<file path="config.mk">
export PLATFORM = sky130hd
export DESIGN_NAME = lsu_ctrl
export DESIGN_NICKNAME = d
export VERILOG_FILES = /design/src/hw/rtl/lsu_pkg.sv /design/src/hw/rtl/lsu_ctrl.sv
export SDC_FILE = /design/constraint.sdc
export NUM_CORES = 1
export LEC_CHECK = 0
export BUFFER_PORTS_ARGS = -buffer_cell sky130_fd_sc_hd__clkbuf_2
export CORE_AREA = 2 2 39 41
export CTS_BUF_LIST = sky130_fd_sc_hd__clkbuf_8
export DETAILED_ROUTE_END_ITERATION = 8
export DIE_AREA = 0 0 41 43
export PLACE_DENSITY_LB_ADDON = 0.1
export SYNTH_ARGS = -nofsm -noshare
export SYNTH_HDL_FRONTEND = slang
export SYNTH_SLANG_ARGS = --single-unit
</file>
<file path="constraint.sdc">
create_clock -name clk -period 1.05 [get_ports clk]
set_input_delay 0.1575 -clock clk [delete_from_list [all_inputs] [get_ports clk]]
set_output_delay 0.1575 -clock clk [all_outputs]
set_load 0.03 [all_outputs]
</file>
<file path="src/hw/rtl/lsu_pkg.sv">
// Package for the load/store unit: request codes, payload structs, FSM states
// and controller/datapath command and status types. No dependencies.
`default_nettype none
package lsu_pkg;
	localparam int MemBytesDefault = 4096;

	typedef enum logic [2:0] {
		REQ_REG_WR = 3'd0, REQ_REG_RD = 3'd1, REQ_LOAD = 3'd2, REQ_STORE = 3'd3,
		REQ_LMW = 3'd4, REQ_STMW = 3'd5, REQ_LSW = 3'd6, REQ_STSW = 3'd7
	} req_type_t;

	localparam int FlUpdate = 0;
	localparam int FlIndexed = 1;
	localparam int FlSext = 2;
	localparam int FlRev = 3;
	localparam int FlRsv = 4;
	localparam int FlZero = 5;

	typedef struct packed {
		logic [2:0]         req_type;
		logic [1:0]         access_size;
		logic [5:0]         mode_flags;
		logic [4:0]         reg_a;
		logic [4:0]         reg_b;
		logic [4:0]         reg_d;
		logic signed [15:0] displacement;
		logic [4:0]         string_count;
		logic [6:0]         xer_count;
		logic               summary_overflow;
		logic [31:0]        write_value;
	} lsu_in_t;

	typedef struct packed {
		logic [31:0] data_value;
		logic [31:0] effective_address;
		logic [3:0]  cr_field;
		logic        store_performed;
	} lsu_out_t;

	typedef enum logic [2:0] {
		ST_IDLE, ST_ADDR, ST_BYTE, ST_FINISH, ST_DONE
	} lsu_state_t;

	// controller -> datapath
	typedef struct packed {
		logic latch;     // capture item
		logic calc_ea;   // compute EA, set up byte walk
		logic step;      // one byte of memory traffic
		logic finish;    // register writeback, reservation
		logic emit;      // drive the result
	} lsu_cmd_t;

	// datapath -> controller
	typedef struct packed {
		logic is_mem;    // item needs address/byte phases
		logic last_byte; // current byte is the last one
		logic no_bytes;  // nothing to move
	} lsu_sts_t;
endpackage
`default_nettype wire

</file>
<file path="src/hw/rtl/lsu_ctrl.sv">
// Controller state machine of the load/store unit.
// Depends on lsu_pkg.
`default_nettype none
module lsu_ctrl (
	input  wire logic              clk,
	input  wire logic              arst_n,
	input  wire logic              start,
	output logic                   busy,
	output lsu_pkg::lsu_cmd_t      cmd,
	input  wire lsu_pkg::lsu_sts_t sts
);
	import lsu_pkg::*;

	lsu_state_t state_q, state_d;

	always_ff @(posedge clk or negedge arst_n) begin
		if (!arst_n) state_q <= ST_IDLE;
		else state_q <= state_d;
	end

	always_comb begin
		state_d = state_q;
		cmd = '0;
		busy = (state_q != ST_IDLE);
		unique case (state_q)
			ST_IDLE: begin
				if (start) begin
					cmd.latch = 1'b1;
					state_d = ST_ADDR;
				end
			end
			ST_ADDR: begin
				cmd.calc_ea = 1'b1;
				state_d = sts.is_mem ? ST_BYTE : ST_FINISH;
			end
			ST_BYTE: begin
				if (sts.no_bytes) state_d = ST_FINISH;
				else begin
					cmd.step = 1'b1;
					if (sts.last_byte) state_d = ST_FINISH;
				end
			end
			ST_FINISH: begin
				cmd.finish = 1'b1;
				state_d = ST_DONE;
			end
			ST_DONE: begin
				cmd.emit = 1'b1;
				state_d = ST_IDLE;
			end
			default: state_d = ST_IDLE;
		endcase
	end

	a_emit_once: assert property (@(posedge clk) disable iff (!arst_n)
		cmd.emit |=> !cmd.emit) else $error("double emit");
	a_latch_idle: assert property (@(posedge clk) disable iff (!arst_n)
		cmd.latch |=> state_q == ST_ADDR) else $error("latch not followed by address");
	a_step_busy: assert property (@(posedge clk) disable iff (!arst_n)
		cmd.step |-> busy) else $error("step while idle");
endmodule
`default_nettype wire

</file>
After elaboration in Yosys (flattened, before gate mapping):

Index checks and enable logic that the tools add are counted.

* eq/ne operators: 6
* mux-type cells: 12
* reduce and logical (&&, ||, !) cells: 3

Operator list (count)
* 3-bit one-hot mux with 4 select lines: 1
* 3-bit two-way mux: 3
* 1-bit two-way mux: 8
* 3-bit by 2-bit == test with 1-bit output (second input constant): 2
* 3-bit by 1-bit == test with 1-bit output (second input constant): 1
* 3-bit == test (second input constant): 1
* 3-bit logical NOT: 1
* 3-bit inequality test (second input constant): 1
* 3-bit nonzero test: 1
* 2-bit inequality test (second input constant): 1
* 2-bit AND reduction: 1

* bits in registers: 3
* bits of input ports: 6
* output and inout bits: 6
* word-level logic and storage cells: 22

Logic depth before layout (Yosys ltp):

* depth after elaboration: 3
* depth in mapped cells: 3
* depth with buffers taken out: 2

Least setup slack after synthesis:

OpenSTA, ideal clock, no wires.

* path kind: register to output
* from: register state_q[0]
* to: output cmd[2] in the netlist's numbering
* data arrival time: 1.558 ns
* data required time: 0.892 ns
* slack: -0.666 ns
* stages on the path, launching flop included: 3
* buffers on the path: 1
* path through: dfrtp_1 buf_4 nor4b_1

RTL lines
* start, declared: RTL line lsu_ctrl.sv:14 `lsu_state_t state_q, state_d;`
* start signal, assigned: RTL line lsu_ctrl.sv:18 `else state_q <= state_d;`
* end, declared: RTL line lsu_ctrl.sv:9 `output lsu_pkg::lsu_cmd_t cmd,`

==> reports/qor.txt <==
Skew-Pair Late Insertion Delay: 0.21 ns
WS Path Type: register to output port
Slew HR: 78.1%
Initial antenna violation count: 0
N_diodes: 0
Longest Clk Path Bufs: 2
Starting Density: 14.4%
Vias in the first global route: 223
DRT iter0 DRCs: 1
Setup_tns: -1.75 ns
I/O Pins: 12
Final Hold Vio Count: 0
Clk_skew: 0.00128 ns
Static Leakage: 0.219 nW
Status: finished with violations
Pre-antenna DRT Iters: 2
Total global routing overflow: 0
Max reg flops: 3
First-pass GRT wire length: 897 µm
Ys Warns: 0
Sink Count: 3
Root Buffer: clkbuf_8
GR Util All Layers: 8.23%
Tmin final: 1.40 ns
Fill cell count: 149
Leading area contributor after synthesis: dfrtp_1
CTS H-tree lvls: 1
Most used DFF post-synth: dfrtp_1
Syn Std Cell Area: 199 µm²
Worst path arrival time: 1.25 ns
Vias: 224
Synthesized flop and latch total: 3
Most common cell in the netlist: dfrtp_1
Syn_area_per_cell: 10.5 µm²
Cells after synthesis: 19
Total power: 1.66 mW
TritonCTS clock tree: yes
Core ar.: 1380 µm²
Post-synth EDFFs: 0
Distinct cells, synth: 13
Synth top area cells: dfrtp_1 (38%), and3b_1 (8.8%), nor4b_1 (8.8%)
Residual DRC count: 0
Yosys top cell area share: 37.7%
CP Max Fanout: 2
Tcrit/Tclk final: 134%
Avg WL per Cell: 9.57 µm
Nets: 47
Final core occ: 34.0%
Final WL: 536 µm
Worst vdd rail ir drop: 1.42 mV
Layout area overhead: 136%
Worst slew pin tran: 0.323 ns
Pins over their slew limit: 0
Register area share after synthesis: 37.7%
IO Port Bufs: 11
Critical Path Start Type: register
Cts bufs inserted: 3
Antenna Nets Post-Route: 0
Pwr per Cell Area: 3530 nW/µm²
Avg Vias per Cell: 4.00
# rows: 14
Die boundary width: 41 µm
Max Cap Violations: 0
Worst Path Required: 0.89 ns
Failing checks: negative setup slack
Final cell area excluding filler cells: 470 µm²
Area of the die: 1760 µm²
Largest net degree at the start of global routing: 8
Critical Path End Type: output port
CP peak stage delay: 0.41 ns
Die H: 43 µm
CP max stage cell: or3_4
Worst path cell trace: or3_4 -> nor2_4 -> buf_8
Dpl hpwl: 360 µm
Clock transition at path regs: 0.03 ns
Biggest registers after layout: state_q (3)
Routability cong.: 0.651
Top achievable clock speed: 712 MHz
Top post-synthesis cells by count: dfrtp_1 (3), and3b_1 (2), nor2_1 (2), nor3b_1 (2), nor4b_1 (2)
# setup viols final: 7
Biggest register: state_q
RSZ-0062 raised after global routing: yes
Worst Hold Class: input pin to register
Mapped Nets: 25
Share of layout cells above drive strength 1: 70.0%
Area after DPL: 332 µm²
Asr flop ratio synth: 100%
Final worst slack: -0.354 ns
==> worst paths after layout <==
kind / slack [ns] / end / from / cells after the start
min in group asynchronous: 0.27 / state_q[0] / arst_n / 2
max in group asynchronous: 0.66 / state_q[2] / arst_n / 2
hold / removal: 0.21 / state_q[0] / sts[2] / 3
hold reg to reg: 0.67 / state_q[0] / state_q[2] / 3
setup / recovery: -0.35 / cmd[4] / state_q[2] / 3
setup reg to reg: -0.11 / state_q[0] / state_q[1] / 3
==> kinds of logic (layout without fill, tap and decap cells) <==
logic type                Yosys count  count (layout)  share of synthesized area, %
AOI/OAI and AO/OA                   2               2                          10.1
and+or+nand+nor                    10              10                          36.5
buffers and inverters               3              24                          11.3
DFF                                 3               3                          37.7
xor gates and xnor gates            1               1                          4.40
==> per-layer routing <==
| layer | routed length, µm | track usage [%] |
|---|---|---|
| met1 | 238 | 9.32 |
| met3 | 21 | 3.14 |
| met5 | 0 | 0 |
| met2 | 246 | 10.0 |
| met4 | 30 | 10.0 |
==> report_power, final <==
part / switching, mW / leakage (nW) / internal (mW)
clock: 0.0729 / 0.0269 / 0.249
combinational: 0.500 / 0.156 / 0.610
sequential: 0.0519 / 0.0362 / 0.177
total: 0.625 / 0.219 / 1.04
==> timing repair <==
action / 4_1_cts / 5_1_grt
hold buffers: 1 / 0
endpoints found under the setup margin: 7 / 7
hold endpoints to repair: 3 / 0
pin swaps: 2 / 1
resized for setup: 12 / 6
buffers inserted: 0 / 2
==> area by class of cell <==
class	instances	area, µm²	area share [%]
inverter	1	3.75	0.798
timing repair buffer	19	180	38.3
tap	16	20.0	4.26
multi-input combinational	13	145	30.9
sequential	3	76.3	16.2
clock buffer	3	41.3	8.78
clock inverter	1	3.75	0.798
==> worst max-delay path, delay by kind of cell, from the launching register on <==
family / cells / cell delay [ns]
flops: 1 / 0.40
buf+inv: 1 / 0.12
simple gates: 2 / 0.51
==> stage by stage <==
| stage | setup slack (ns) | hold WS, ns | cells |
|---|---|---|---|
| global placement | -0.157 | -0.0447 | 49 |
| finish | -0.354 | 0.215 | 56 |
| detailed placement | -0.166 | -0.0435 | 49 |
| CTS | -0.360 | 0.224 | 54 |
| global route | -0.394 | 0.223 | 56 |
| floorplan | -0.229 | -0.138 | 19 |
==> placed cells by master (no fill, tap or decap), drive strengths merged <==
cell         synthesis  final
a211oi               1      1
and3b                2      2
buf                  2      9
clkbuf               0     12
dfrtp                3      3
dlygate4sd3          0      1
inv                  1      2
nor2                 2      2
nor3b                2      2
nor4b                2      2
o21bai               1      1
or3                  1      1
or3b                 1      1
xnor2                1      1
Power figures use the tool's default switching activity.
